--- src/pfi_pkg.sv ---
`timescale 1ns / 1ps
`default_nettype none

package pfi_pkg;

    // Table geometry
    localparam int DEPTH      = 1024;
    localparam int COORD_BITS = 20;
    localparam int ADDR_W     = $clog2(DEPTH);
    localparam int CNT_W      = $clog2(DEPTH + 1);

    // Result field widths are fixed by the stream format
    localparam int FS_W       = 11;
    localparam int IN_DATA_W  = ((2 * COORD_BITS + 7) / 8) * 8;
    localparam int OUT_DATA_W = ((FS_W + 7) / 8) * 8;

    // Operation codes carried in the input tuser
    localparam logic OP_INSERT = 1'b0;
    localparam logic OP_CLEAR  = 1'b1;

    typedef logic [COORD_BITS-1:0] t_coord;
    typedef logic [CNT_W-1:0]      t_cnt;
    typedef logic [ADDR_W-1:0]     t_addr;

    typedef struct packed {
        t_coord y;
        t_coord x;
    } t_entry;

    // One read port and one write port on the point memory
    typedef struct packed {
        logic   rd_en;
        t_addr  rd_addr;
        logic   wr_en;
        t_addr  wr_addr;
        t_entry wr_data;
    } t_mem_req;

    // Finished result handed from the controller to the output register
    typedef struct packed {
        logic            done;
        logic [FS_W-1:0] size;
        logic            flag;
    } t_res;

    typedef enum logic [3:0] {
        S_IDLE,
        S_BS_X,
        S_BS_XW,
        S_CHK_W,
        S_BS_Y,
        S_BS_YW,
        S_CP_RD,
        S_CP_WR,
        S_WR_NEW,
        S_DONE
    } t_state;

endpackage

`default_nettype wire

--- src/pfi_ctrl.sv ---
`timescale 1ns / 1ps
`default_nettype none

module pfi_ctrl
    import pfi_pkg::*;
(
    input  wire logic   i_clk,
    input  wire logic   i_rst_n,
    input  wire logic   i_in_valid,
    output logic        o_in_ready,
    input  wire logic   i_op,
    input  wire t_coord i_x,
    input  wire t_coord i_y,
    input  wire logic   i_res_ready,
    output t_res        o_res,
    output t_mem_req    o_mem_req,
    input  wire t_entry i_rd_data
);

    t_state r_state, n_state;
    t_cnt   r_count, n_count;
    t_cnt   r_new_count, n_new_count;
    t_coord r_px, n_px;
    t_coord r_py, n_py;
    t_cnt   r_lo, n_lo;
    t_cnt   r_hi, n_hi;
    t_cnt   r_mid, n_mid;
    t_cnt   r_pos, n_pos;
    t_cnt   r_start, n_start;
    t_cnt   r_src, n_src;
    t_cnt   r_shift, n_shift;
    logic   r_present, n_present;
    logic   r_up, n_up;
    logic   r_ins, n_ins;
    logic   r_flag, n_flag;

    t_cnt   w_mid;
    t_cnt   w_run;
    t_cnt   w_src_dec;
    t_cnt   w_dst;

    assign w_mid     = r_lo + ((r_hi - r_lo) >> 1);
    assign w_run     = r_pos - r_lo;
    assign w_src_dec = r_src - 1'b1;
    assign w_dst     = r_src - r_shift;

    // Control state
    always_ff @(posedge i_clk) begin
        if (!i_rst_n) begin
            r_state <= S_IDLE;
            r_count <= '0;
        end else begin
            r_state <= n_state;
            r_count <= n_count;
        end
    end

    // Working registers
    always_ff @(posedge i_clk) begin
        r_new_count <= n_new_count;
        r_px        <= n_px;
        r_py        <= n_py;
        r_lo        <= n_lo;
        r_hi        <= n_hi;
        r_mid       <= n_mid;
        r_pos       <= n_pos;
        r_start     <= n_start;
        r_src       <= n_src;
        r_shift     <= n_shift;
        r_present   <= n_present;
        r_up        <= n_up;
        r_ins       <= n_ins;
        r_flag      <= n_flag;
    end

    // Next state and working values
    always_comb begin
        n_state     = r_state;
        n_count     = r_count;
        n_new_count = r_new_count;
        n_px        = r_px;
        n_py        = r_py;
        n_lo        = r_lo;
        n_hi        = r_hi;
        n_mid       = r_mid;
        n_pos       = r_pos;
        n_start     = r_start;
        n_src       = r_src;
        n_shift     = r_shift;
        n_present   = r_present;
        n_up        = r_up;
        n_ins       = r_ins;
        n_flag      = r_flag;

        unique case (r_state)
            S_IDLE: begin
                if (i_in_valid) begin
                    n_flag = 1'b0;
                    n_px   = i_x;
                    n_py   = i_y;
                    if (i_op == OP_CLEAR) begin
                        n_new_count = '0;
                        n_state     = S_DONE;
                    end else begin
                        n_lo    = '0;
                        n_hi    = r_count;
                        n_state = S_BS_X;
                    end
                end
            end
            // lower bound on x: first entry with x >= px
            S_BS_X: begin
                if (r_lo < r_hi) begin
                    n_mid   = w_mid;
                    n_state = S_BS_XW;
                end else begin
                    n_pos = r_lo;
                    if (r_lo < r_count) begin
                        n_state = S_CHK_W;
                    end else begin
                        n_present = 1'b0;
                        n_hi      = r_lo;
                        n_lo      = '0;
                        n_state   = S_BS_Y;
                    end
                end
            end
            S_BS_XW: begin
                if (i_rd_data.x < r_px) begin
                    n_lo = r_mid + 1'b1;
                end else begin
                    n_hi = r_mid;
                end
                n_state = S_BS_X;
            end
            // entry at pos decides domination and duplicate x
            S_CHK_W: begin
                if (r_py < i_rd_data.y) begin
                    n_new_count = r_count;
                    n_state     = S_DONE;
                end else begin
                    n_present = (i_rd_data.x == r_px);
                    n_lo      = '0;
                    n_hi      = r_pos;
                    n_state   = S_BS_Y;
                end
            end
            // first entry below pos with y <= py; y does not rise, so it is a suffix
            S_BS_Y: begin
                if (r_lo < r_hi) begin
                    n_mid   = w_mid;
                    n_state = S_BS_YW;
                end else begin
                    n_start = r_lo;
                    if (!r_present && (r_count - w_run >= CNT_W'(DEPTH))) begin
                        n_flag      = 1'b1;
                        n_new_count = r_count;
                        n_state     = S_DONE;
                    end else if (r_present) begin
                        n_up        = 1'b0;
                        n_shift     = w_run;
                        n_src       = r_pos;
                        n_ins       = 1'b0;
                        n_new_count = r_count - w_run;
                        n_state     = (w_run == '0) ? S_DONE : S_CP_RD;
                    end else if (w_run == '0) begin
                        n_up        = 1'b1;
                        n_shift     = CNT_W'(1);
                        n_src       = r_count;
                        n_ins       = 1'b1;
                        n_new_count = r_count + 1'b1;
                        n_state     = S_CP_RD;
                    end else begin
                        n_up        = 1'b0;
                        n_shift     = w_run - 1'b1;
                        n_src       = r_pos;
                        n_ins       = 1'b1;
                        n_new_count = r_count - w_run + 1'b1;
                        n_state     = (w_run == CNT_W'(1)) ? S_WR_NEW : S_CP_RD;
                    end
                end
            end
            S_BS_YW: begin
                if (i_rd_data.y <= r_py) begin
                    n_hi = r_mid;
                end else begin
                    n_lo = r_mid + 1'b1;
                end
                n_state = S_BS_Y;
            end
            // move entries one at a time: read, then write back shifted
            S_CP_RD: begin
                if (r_up ? (r_src > r_pos) : (r_src < r_count)) begin
                    n_state = S_CP_WR;
                end else begin
                    n_state = r_ins ? S_WR_NEW : S_DONE;
                end
            end
            S_CP_WR: begin
                n_src   = r_up ? (r_src - 1'b1) : (r_src + 1'b1);
                n_state = S_CP_RD;
            end
            S_WR_NEW: begin
                n_state = S_DONE;
            end
            S_DONE: begin
                if (i_res_ready) begin
                    n_count = r_new_count;
                    n_state = S_IDLE;
                end
            end
            default: begin
                n_state = S_IDLE;
            end
        endcase
    end

    // Outputs: handshake, result and memory requests
    always_comb begin
        o_in_ready        = 1'b0;
        o_res.done        = 1'b0;
        o_res.size        = r_new_count[FS_W-1:0];
        o_res.flag        = r_flag;
        o_mem_req.rd_en   = 1'b0;
        o_mem_req.rd_addr = r_src[ADDR_W-1:0];
        o_mem_req.wr_en   = 1'b0;
        o_mem_req.wr_addr = r_src[ADDR_W-1:0];
        o_mem_req.wr_data = i_rd_data;

        unique case (r_state)
            S_IDLE: begin
                o_in_ready = 1'b1;
            end
            S_BS_X: begin
                o_mem_req.rd_en   = 1'b1;
                o_mem_req.rd_addr = (r_lo < r_hi) ? w_mid[ADDR_W-1:0] : r_lo[ADDR_W-1:0];
            end
            S_BS_Y: begin
                o_mem_req.rd_en   = (r_lo < r_hi);
                o_mem_req.rd_addr = w_mid[ADDR_W-1:0];
            end
            S_CP_RD: begin
                o_mem_req.rd_en = 1'b1;
                if (r_up) begin
                    o_mem_req.rd_addr = w_src_dec[ADDR_W-1:0];
                end
            end
            S_CP_WR: begin
                o_mem_req.wr_en = 1'b1;
                if (!r_up) begin
                    o_mem_req.wr_addr = w_dst[ADDR_W-1:0];
                end
            end
            S_WR_NEW: begin
                o_mem_req.wr_en   = 1'b1;
                o_mem_req.wr_addr = r_start[ADDR_W-1:0];
                o_mem_req.wr_data = '{y: r_py, x: r_px};
            end
            S_DONE: begin
                o_res.done = i_res_ready;
            end
            default: begin
            end
        endcase
    end

endmodule

`default_nettype wire

--- config.mk ---
export PLATFORM = sky130hd
export DESIGN_NAME = pfi_ctrl
export DESIGN_NICKNAME = d
export VERILOG_FILES = /design/src/pfi_pkg.sv /design/src/pfi_ctrl.sv
export SDC_FILE = /design/constraint.sdc
export NUM_CORES = 1
export LEC_CHECK = 0
export BUFFER_PORTS_ARGS = -buffer_cell sky130_fd_sc_hd__buf_2
export CORE_MARGIN = 2
export CORE_UTILIZATION = 29
export CTS_BUF_LIST = sky130_fd_sc_hd__clkbuf_4 sky130_fd_sc_hd__clkbuf_8
export CTS_CLUSTER_DIAMETER = 150
export DETAILED_ROUTE_END_ITERATION = 8
export HOLD_SLACK_MARGIN = 0.06
export REMOVE_ABC_BUFFERS = 1
export SETUP_SLACK_MARGIN = 0.5
export SYNTH_ARGS = -nofsm -noshare
export SYNTH_HDL_FRONTEND = slang
export SYNTH_SLANG_ARGS = --single-unit
--- constraint.sdc ---
create_clock -name i_clk -period 6.81 [get_ports i_clk]
set_input_delay 0.681 -clock i_clk [delete_from_list [all_inputs] [get_ports i_clk]]
set_output_delay 0.681 -clock i_clk [all_outputs]
set_load 0.01 [all_outputs]
==> metrics, run 1 <==
Vias 10770; Main synth FF type edfxtp_1; mux cell area share after synthesis 4.714%; vias per cell 5.385; final core occ 33.77%; CP cell instances ha_1, fa_1, nor2b_1, o22a_1, xor2_1, inv_1, ha_1, o21ai_0, nor2_1, o32ai_1, nor2_1, o211ai_1, a2111oi_0, nor4_1, xnor2_1, buf_4, o21ai_1, nor2_1; slowest cell delay on critical path 820 ps; pwr dens 590.2 nW/µm²; post-synthesis cell area 11840 µm²; CTS Root Cell clkbuf_8; Seq/Total Area, Yosys 35.51%; Post-synth EDFFs 130; Max IR drop VDD 0.2718 mV; I/O pin cnt 161; CTS Buf Count 17; post-cts hold buffer count 0; port bufs 160; Post-CTS Setup Inserts 0; WL/cell 19.87 µm; Fin. Hold Viols 0; detailed-route DRC error count 0; CTS tree yes; num rows 74; WL final 39730 µm; critical path launch point type flip-flop; share of layout cells above drive strength 1 18.13%; Placer Congestion 0.9437; clk_lat worst skew 490 ps; CTS resizes 0; Distinct cells, synth 77; Overall Global Routing Usage 18.73%; max_cap viols 0; fin crit period 5624 ps; CP max stage cell nor2_1; CTS clk-pin slew, worst paths 90 ps; period utilization 82.59%; worst-margin pin slew 1098 ps; initial core utilization 29.19%; setup TNS 0 ps; final number of setup-violating endpoints 0; combinational family with the most area after synthesis compound AO/OA/AOI/OAI gates; post-synthesis simple-gate area fraction 14.80%; Setup Skew 16.28 ps; post-synthesis adder-cell area fraction 14.16%; vias in the first global route 10380; Post-DP HPWL 31400 µm; yosys warns 0; worst hold path class in2reg; Net count, final 1670; asr flop ratio synth 0%; pre-CTS WS 1306 ps; Syn Area/Cell 9.029 µm²; Setup CP Type reg2reg; RSZ-0062 raised after global routing false; CTS H-Tree Depth 4; Die Y 206.0 µm; Synth Area in XOR/XNOR 4.915%; largest net degree at the start of global routing 42; f_max 177.8 MHz; status finished, final reports clean; required time worst endpoint 6920 ps; Max Slew Vio Count 0; final worst slack 1186 ps; Iter 0 DRT Violations 949; DIE WIDTH 206.0 µm; Antenna Nets Post-Route 0; core area 40550 µm²; worst rel slew slack 26.53%; clock tree buffer depth 2; synthesized instance count 1311; crit path capture type flip-flop; iteration count of the initial detailed-routing pass 6; Most common cell on crit path nor2_1; initial antenna violation count 0; Seq cells post-synth 145; total grt overflow 0; CP Max Fanout 13; P&R area growth vs syn 15.71%; post-synthesis compound-gate area fraction 20.08%; # clock sinks 145; first-pass GRT wire length 60370 µm; WP data arrival 5730 ps; Leak 5.689 nW; Die Area 42450 µm²
==> logic make-up after synthesis <==
kind of cell,count (synthesis)
AOI/OAI and AO/OA,363
xor gates and xnor gates,64
adders and majority gates,131
buffers and inverters,182
DFF,145
muxes,51
and+or+nand+nor,375
==> power breakdown <==
group	switching (mW)	internal [mW]
registers	0.334	1.54
logic	3.45	1.99
clock network	0.357	0.413
total	4.14	3.95
==> stage by stage <==
| stage | instances | power [mW] | cell area, µm² | hold WS (ps) |
|---|---|---|---|---|
| 5_1_grt | 1999 | 8.688 | 13690 | 335.8 |
| 3_3_place_gp | 1967 | 7.137 | 13250 | 532.0 |
| 3_5_place_dp | 1967 | 7.212 | 13250 | 545.7 |
| 4_1_cts | 1999 | 8.009 | 13690 | 332.9 |
| 2_1_floorplan | 1256 | 5.460 | 11630 | 493.8 |
| 6_report | 2000 | 8.084 | 13700 | 363.3 |
==> path summary, 6_finish.rpt <==
kind                        startpoint                  endpoint  slack, ps  cells past startpoint
max              r_lo[0]$_SDFFCE_PP0P_      r_shift[3]$_DFFE_PP_       1190                     18
min                            i_y[12]        r_py[12]$_DFFE_PP_        360                      1
max reg2reg      r_lo[0]$_SDFFCE_PP0P_      r_shift[3]$_DFFE_PP_       1190                     18
min reg2reg  r_new_count[10]$_DFFE_PP_  r_count[10]$_SDFFE_PN0P_        560                      2
==> cell usage in the layout (no fill, tap or decap), drive strengths merged, types with 12 or more instances in the layout <==
| cell type | instances |
|---|---|
| a211oi | 12 |
| a21boi | 20 |
| a21o | 24 |
| a21oi | 97 |
| a221o | 21 |
| a31oi | 12 |
| buf | 179 |
| clkbuf | 19 |
| dfxtp | 15 |
| edfxtp | 130 |
| ha | 126 |
| inv | 126 |
| mux2 | 38 |
| mux2i | 13 |
| nand2 | 111 |
| nand3 | 37 |
| nand4 | 16 |
| nor2 | 116 |
| nor2b | 17 |
| nor3 | 21 |
| o21ai | 86 |
| o22ai | 12 |
| xnor2 | 39 |
| xor2 | 24 |
==> critical path, delay by kind of cell, from the launching register on <==
kind | cells | cell delay (ps)
adders and majority gates | 3 | 1050
xor gates and xnor gates | 2 | 530
buffers and inverters | 2 | 350
AOI/OAI and AO/OA | 6 | 1310
and+or+nand+nor | 5 | 1480
DFF | 1 | 530
==> flip-flops by register name, indices dropped and copies added, names as in the netlist <==
signal	cells
r_pos	11
r_src	11
r_count	11
r_mid	11
r_py	20
r_start	10
r_state	4
r_shift	10
r_ins	1
r_hi	11
r_px	20
r_lo	11
r_present	1
r_flag	1
r_new_count	11
r_up	1
==> cells in the mapped netlist, drive strengths merged, types with 20 or more instances <==
master | n | area share (%)
nor3 | 21 | 0.89
ha | 126 | 13
edfxtp | 130 | 33
a21oi | 97 | 4.1
a21o | 24 | 1.5
inv | 125 | 4.0
mux2 | 38 | 3.6
nand3 | 37 | 1.6
a221o | 21 | 1.8
o21ai | 86 | 3.7
nor2 | 116 | 3.7
xnor2 | 39 | 2.9
xor2 | 24 | 1.8
a21boi | 20 | 1.3
clkbuf | 52 | 1.6
nand2 | 111 | 3.5
==> cell type report <==
cell class | instances | area, µm²
antenna | 1 | 2.502
clock buffer | 19 | 255.2
clock inverter | 13 | 185.2
fill | 4185 | 26860
inverter | 127 | 476.7
multi-input combinational | 984 | 6964
sequential | 145 | 4204
tap | 532 | 665.6
timing repair buffer | 179 | 943.4
==> layer usage <==
metal  wire, µm  GRT usage, %
met1      17220         24.56
met2      18720         31.36
met4       1228         6.709
met5          0             0
met3       2556         2.633
Power figures use the tool's default switching activity.
==> inputs of run 2 (changes only) <==
==> constraint.sdc (replaced) <==
create_clock -name i_clk -period 5.1 [get_ports i_clk]
set_input_delay 0.51 -clock i_clk [delete_from_list [all_inputs] [get_ports i_clk]]
set_output_delay 0.51 -clock i_clk [all_outputs]
set_load 0.01 [all_outputs]
==> metrics, run 2 (synthesis results as in run 1) <==
WL final 40230 µm (+1.3%); Vias 10960 (+1.7%); R2R Setup Slk 640 ps (-540 ps); post-cts hold buffer count 0 (unchanged); port bufs 160 (unchanged); fill count 4115 (-1.7%); iteration count of the initial detailed-routing pass 5 (-1); initial antenna violation count 0 (unchanged); RSZ-0062 raised after global routing true; crit path from r_lo[2]$_SDFFCE_PP0P_; worst hold path class in2reg; Fin. Hold Viols 0 (unchanged); fin crit period 4457 ps (-1167 ps); Storage cell area 4204 µm² (unchanged); largest net degree at the start of global routing 42 (unchanged); Die Y 206.0 µm (unchanged); critical path launch point type flip-flop; final number of setup-violating endpoints 0 (unchanged); Top Registers r_px (20), r_py (20); CP cell instances inv_1, ha_2, o211a_1, o21a_4, or3_4, a211oi_4, nand3_4, or4b_4, nand2_1, o21ai_0, inv_1, ha_4, inv_1, or4_4, a211oi_4, nand3_1, and2_1, o221ai_2; f_max 224.4 MHz (+26%); max_cap viols 0 (unchanged); slowest cell delay on critical path 540 ps (-280 ps); CTS clk-pin slew, worst paths 90 ps (about the same); crit path capture type flip-flop; CTS Buf Count 17 (unchanged); Die Area 42450 µm² (unchanged); Placer Congestion 0.9328 (-1.2%); # clock sinks 145 (unchanged); Overall Global Routing Usage 18.64% (-0.085 points); DIE WIDTH 206.0 µm (unchanged); detailed-route DRC error count 0 (unchanged); worst rel slew slack 12.81% (-14 points); CP max stage cell or4_4; Net count, final 1717 (+2.8%); CTS Root Cell clkbuf_8; P&R area growth vs syn 21.51%; Critical R2R Launch r_lo[2]$_SDFFCE_PP0P_; Post-DP HPWL 31330 µm (-0.22%); CTS tree yes; CTS H-Tree Depth 4 (unchanged); delay-heaviest family, CP simple AND/OR/NAND/NOR gates; num rows 74 (unchanged); clk_lat worst skew 480 ps (about the same); Most common cell on crit path inv_1; initial core utilization 29.19% (unchanged); Critical Path End r_new_count[10]$_DFFE_PP_; status finished, final reports clean; Setup CP Type reg2reg; area of the multi-input gates 7271 µm² (+4.4%); worst-margin pin slew 1308 ps (+209.9 ps); most frequent cells in the layout buf_2, edfxtp_1, inv_1; I/O pin cnt 161 (unchanged); commonest non-fill, non-tap cell in the layout buf_2; critical path depth in cells 18 (unchanged); vias in the first global route 10550 (+1.6%); first-pass GRT wire length 60420 µm (about the same); buffer and inverter count on the worst path 3 (+1); core area 40550 µm² (unchanged); period utilization 87.39% (+4.8 points); CP Max Fanout 5 (-8); clock tree buffer depth 2 (unchanged); Max Slew Vio Count 0 (unchanged); share of layout cells above drive strength 1 24.31% (+6.2 points); Iter 0 DRT Violations 1017 (+7.2%); vias per cell 5.352 (-0.61%); WL/cell 19.65 µm (-1.1%); reg2reg end r_new_count[10]$_DFFE_PP_; final hold slack 197.1 ps (-166.2 ps); required time worst endpoint 5410 ps (-1510 ps); Worst R2R Path Depth 18 (unchanged); Antenna Nets Post-Route 0 (unchanged); total grt overflow 0 (unchanged); WP data arrival 4770 ps (-960 ps); Setup Skew 16.58 ps (+0.2941 ps)
run 2: cell count changes in the layout (fill, tap and decap cells not counted), sizes merged:
| cell | previous run | this run |
|---|---|---|
| clkinvlp | 1 | 3 |
| clkinv | 9 | 4 |
| buf | 179 | 225 |
| clkbuf | 19 | 24 |
| inv | 126 | 125 |
run 2: repair_timing:
action                                  4_1_cts  5_1_grt
endpoints found under the setup margin       27       49
gates resized for setup                      10       77
buffers inserted                              5       16
pin swaps                                     4       21
gates cloned                                  0        1
endpoints found under the hold margin         0        0
run 2: worst min path at each step:
| stage | cells past startpoint | to | slack [ps] | start |
|---|---|---|---|---|
| 4_1_cts | 1 | r_py[13]$_DFFE_PP_ | 160 | i_y[13] |
| 6_report | 1 | r_py[13]$_DFFE_PP_ | 200 | i_y[13] |
| 5_1_grt | 1 | r_py[5]$_DFFE_PP_ | 170 | i_y[5] |
| 2_1_floorplan | 2 | r_count[10]$_SDFFE_PN0P_ | 490 | r_count[10]$_SDFFE_PN0P_ |
| 3_5_place_dp | 2 | r_count[2]$_SDFFE_PN0P_ | 550 | r_new_count[2]$_DFFE_PP_ |
| 3_3_place_gp | 2 | r_count[8]$_SDFFE_PN0P_ | 550 | r_new_count[8]$_DFFE_PP_ |
run 2: final cells by class:
class	count	share of cell area (%)
Tap cell	532	4.628
Sequential cell	145	29.23
Inverter	127	3.340
Clock buffer	23	2.070
Clock inverter	9	1.070
Antenna cell	1	0.01740
Timing Repair Buffer	226	9.099
Multi-Input combinational cell	984	50.55
run 2: worst register-to-register path, stage by stage (launching register included):
cell and delay [ps]:
edfxtp_1 390, inv_1 110, ha_2 320, o211a_1 240, o21a_4 150, or3_4 380
a211oi_4 300, nand3_4 120, or4b_4 510, nand2_1 80, o21ai_0 100, inv_1 110
ha_4 170, inv_1 80, or4_4 540, a211oi_4 250, nand3_1 110, and2_1 180
o221ai_2 150
run 2: metrics by stage:
step           cell area [µm²]  worst slack (ps)  util, %  TNS (ps)  instances
2_1_floorplan            11630            -231.9        -     -2551       1256
3_3_place_gp             13440             363.2    33.14         0       1992
3_5_place_dp             13440             286.9    33.14         0       1992
4_1_cts                  13950             518.7    34.40         0       2029
5_1_grt                  14380             461.0    35.46         0       2046
6_report                 14380             643.2    35.47         0       2047
run 2: layer usage:
metal	vias to the layer above	part of all wire (%)	GRT usage [%]
met3	69	6.1	2.870
met5	-	0	0
met2	355	49	32.17
met4	0	3.1	7.245
li1	5167	-	-
met1	5364	42	23.30
Power of run 2 is not shown: default switching activity piles up to over one toggle a cycle in this logic, so the estimate is an artifact.
==> inputs of run 3 (changes only) <==
--- a/config.mk
+++ b/config.mk
@@ -5,6 +5,7 @@
 export SDC_FILE = /design/constraint.sdc
 export NUM_CORES = 1
 export LEC_CHECK = 0
+export ABC_AREA = 1
 export BUFFER_PORTS_ARGS = -buffer_cell sky130_fd_sc_hd__buf_2
 export CORE_MARGIN = 2
 export CORE_UTILIZATION = 29
==> metrics, run 3 <==
Net count, final 1910 (+11%); post-synthesis cell area 11780 µm² (-0.51%); Post-synth EDFFs 130 (unchanged); yosys warns 0 (unchanged); asr flop ratio synth 0% (unchanged); Hold Path Depth 1 (unchanged); Antenna Nets Post-Route 0 (unchanged); Yosys top cell area share 33.15% (+0.17 points); Setup Skew 22.06 ps (+5.489 ps); Top Registers r_px (20), r_py (20); initial antenna violation count 5 (+5); WP data arrival 3870 ps (-900 ps); pre-CTS WS 1007 ps (+719.9 ps); PnR Total Power 11.21 mW; first-pass GRT wire length 60890 µm (+0.78%); I/O pin cnt 161 (unchanged); final worst slack 718.8 ps (+75.60 ps); Seq/Total Area, Yosys 35.70% (+0.18 points); RSZ-0062 raised after global routing false; setup TNS 0 ps (unchanged); core area 39910 µm² (-1.6%); iteration count of the initial detailed-routing pass 5 (unchanged); Placer Congestion 0.9036 (-3.1%); clk_lat worst skew 500 ps (+20 ps); Die Area 42240 µm² (-0.49%); period utilization 85.91% (-1.5 points); vias per cell 5.102 (-4.7%); CP cell instances inv_2, ha_2, a21oi_1, and2_1, xor2_1, ha_1, a21oi_2, nand2_1, a21oi_2, o21bai_2, nand2_1, nand2_1, a21oi_2, o21bai_1, a21oi_2, xnor2_2, a21oi_1, a21oi_1, buf_2; CTS H-Tree Depth 4 (unchanged); commonest non-fill, non-tap cell in the layout nand2_1; WL final 40530 µm (+0.75%); CTS Buf Count 17 (unchanged); # clock sinks 145 (unchanged); crit path capture type output port; CP Max Fanout 5 (unchanged); max_cap viols 0 (unchanged); worst-margin pin slew 872.6 ps (-435.3 ps); worst hold path class in2reg; largest net degree at the start of global routing 79 (+88%); Die Y 205.5 µm (-0.25%); CTS Root Cell clkbuf_8; most frequent cells in the layout nand2_1, inv_1, buf_2; P&R area growth vs syn 17.41%; vias in the first global route 10730 (+1.7%); f_max 228.2 MHz (+1.7%); Max Slew Vio Count 0 (unchanged); buffer and inverter count on the worst path 2 (-1); reg2reg end r_src[5]$_DFFE_PP_; Synth area leaders edfxtp_1, ha_1, nand2_1; port bufs 160 (unchanged); final number of setup-violating endpoints 0 (unchanged); Worst R2R Path Depth 18 (unchanged); Max IR drop VDD 0.3397 mV; top cells by count, synth nand2_1, inv_1, edfxtp_1; detailed-route DRC error count 0 (unchanged); Iter 0 DRT Violations 1138 (+12%); final core occ 34.64% (-0.82 points); WL/cell 18.12 µm (-7.8%); Vias 11410 (+4.2%); Seq cells post-synth 145 (unchanged); count leader, synth nand2_1; Distinct cells, synth 51 (-34%); Critical R2R Launch r_lo[0]$_SDFFCE_PP0P_; Post-DP HPWL 31660 µm (+1.0%); worst rel slew slack 41.83% (+29 points); Syn Area/Cell 7.733 µm² (-14%); synthesized instance count 1523 (+16%); pwr dens 810.5 nW/µm²; clock tree buffer depth 2 (unchanged); slowest cell delay on critical path 460 ps (-80 ps); num rows 73 (-1.4%); Fin. Hold Viols 0 (unchanged); CTS clk-pin slew, worst paths 100 ps (about the same); Setup CP Type reg2out; share of layout cells above drive strength 1 15.29% (-9.0 points); min-delay src i_y[2]; Leak 6.473 nW; required time worst endpoint 4590 ps (-820 ps); DIE WIDTH 205.5 µm (-0.25%); delay-heaviest family, CP compound AO/OA/AOI/OAI gates; Main synth FF type edfxtp_1; status finished, final reports clean; CTS tree yes; total grt overflow 0 (unchanged); CP max stage cell edfxtp_1; post-cts hold buffer count 0 (unchanged); WHS Endpoint r_py[2]$_DFFE_PP_; critical path launch point type flip-flop; R2R Setup Slk 940 ps (+300 ps); fin crit period 4381 ps (-75.60 ps); post-synth top area cell edfxtp_1; initial core utilization 29.51% (+0.32 points); Most common cell on crit path a21oi_2; Overall Global Routing Usage 19.13% (+0.49 points)
==> run 3: cell count changes in the layout (fill, tap and decap cells not counted), moves of 16 or more <==
| cell | before | now |
|---|---|---|
| a21oi_1 | 87 | 120 |
| a21o_1 | 24 | 3 |
| xnor2_1 | 36 | 13 |
| nor2b_1 | 16 | 0 |
| a21boi_0 | 16 | 0 |
| nand3_1 | 36 | 80 |
| inv_1 | 121 | 241 |
| o21ai_0 | 71 | 116 |
| a221o_1 | 21 | 1 |
| mux2_2 | 38 | 0 |
| nand2_1 | 111 | 327 |
| buf_4 | 61 | 24 |
==> run 3: layout make-up <==
cell class	count	area (µm²)
antenna	5	12.51
multi-input combinational	1094	6551
timing repair buffer	184	980.9
fill	4215	26090
inverter	252	945.9
tap	525	656.9
clock buffer	18	241.5
clock inverter	14	235.2
sequential	145	4204
==> run 3: worst reg2reg max path, cell delays in order (launching register included) <==
cell,delay (ps)
edfxtp_1,440
buf_4,190
ha_1,230
fa_1,440
xor2_2,200
ha_1,360
a21oi_1,80
o21ai_0,270
a21oi_1,110
nand2_1,80
nand2_1,90
nor2_1,140
nand3_1,110
nand3_1,100
nand2_1,80
nand3_2,180
nand2_1,240
o21ai_0,250
buf_4,250
==> run 3: worst max-delay path by stage <==
stage	cells after the start	from	slack, ps	endpoint
after detailed placement	23	r_lo[2]$_SDFFCE_PP0P_	1010	r_src[4]$_DFFE_PP_
after global routing	19	r_lo[2]$_SDFFCE_PP0P_	480	o_mem_req[60]
after global placement	15	r_lo[1]$_SDFFCE_PP0P_	1030	o_mem_req[60]
after floorplan	14	r_lo[0]$_SDFFCE_PP0P_	1000	r_src[0]$_DFFE_PP_
after CTS	16	r_lo[0]$_SDFFCE_PP0P_	530	o_mem_req[60]
final	19	r_lo[2]$_SDFFCE_PP0P_	720	o_mem_req[60]
==> run 3: per-stage QoR <==
step / std cells / hold slack (ps) / cell area [µm²]
global route: 2234 / 154.6 / 13820
global placement: 2192 / 536.7 / 13240
floorplan: 1491 / 518.7 / 11640
CTS: 2226 / 143.9 / 13740
detailed placement: 2192 / 551.9 / 13240
finish: 2237 / 186.4 / 13830
==> run 3: power by group <==
| part | internal [mW] | switching, mW |
|---|---|---|
| sequential | 2.09 | 0.354 |
| clock | 0.637 | 0.509 |
| combinational | 2.59 | 5.03 |
==> run 3: logic make-up (layout without fill, tap and decap cells) <==
group	Yosys count	after routing	synth area share (%)
flip-flops	145	145	35.70
adder cells (fa/ha/maj)	131	131	14.24
XOR/XNOR	46	46	3.485
AO/OA/AOI/OAI	320	320	15.36
AND/OR/NAND/NOR	597	597	22.05
buffers and inverters	284	468	9.168
other	0	5	0
==> run 3: repair_timing <==
action,in CTS,in global routing
setup buffers,2,6
resized for setup,0,11
cloned,0,0
pin swaps,0,3
setup endpoints to repair,2,3
==> run 3: routing by layer <==
metal  wire length, µm  share of wire (%)  GRT usage [%]
met1             18210                 45          26.35
met2             17810                 44          29.61
met3              3554                8.8          4.466
met4               949                2.3          5.884
met5                 0                  0              0
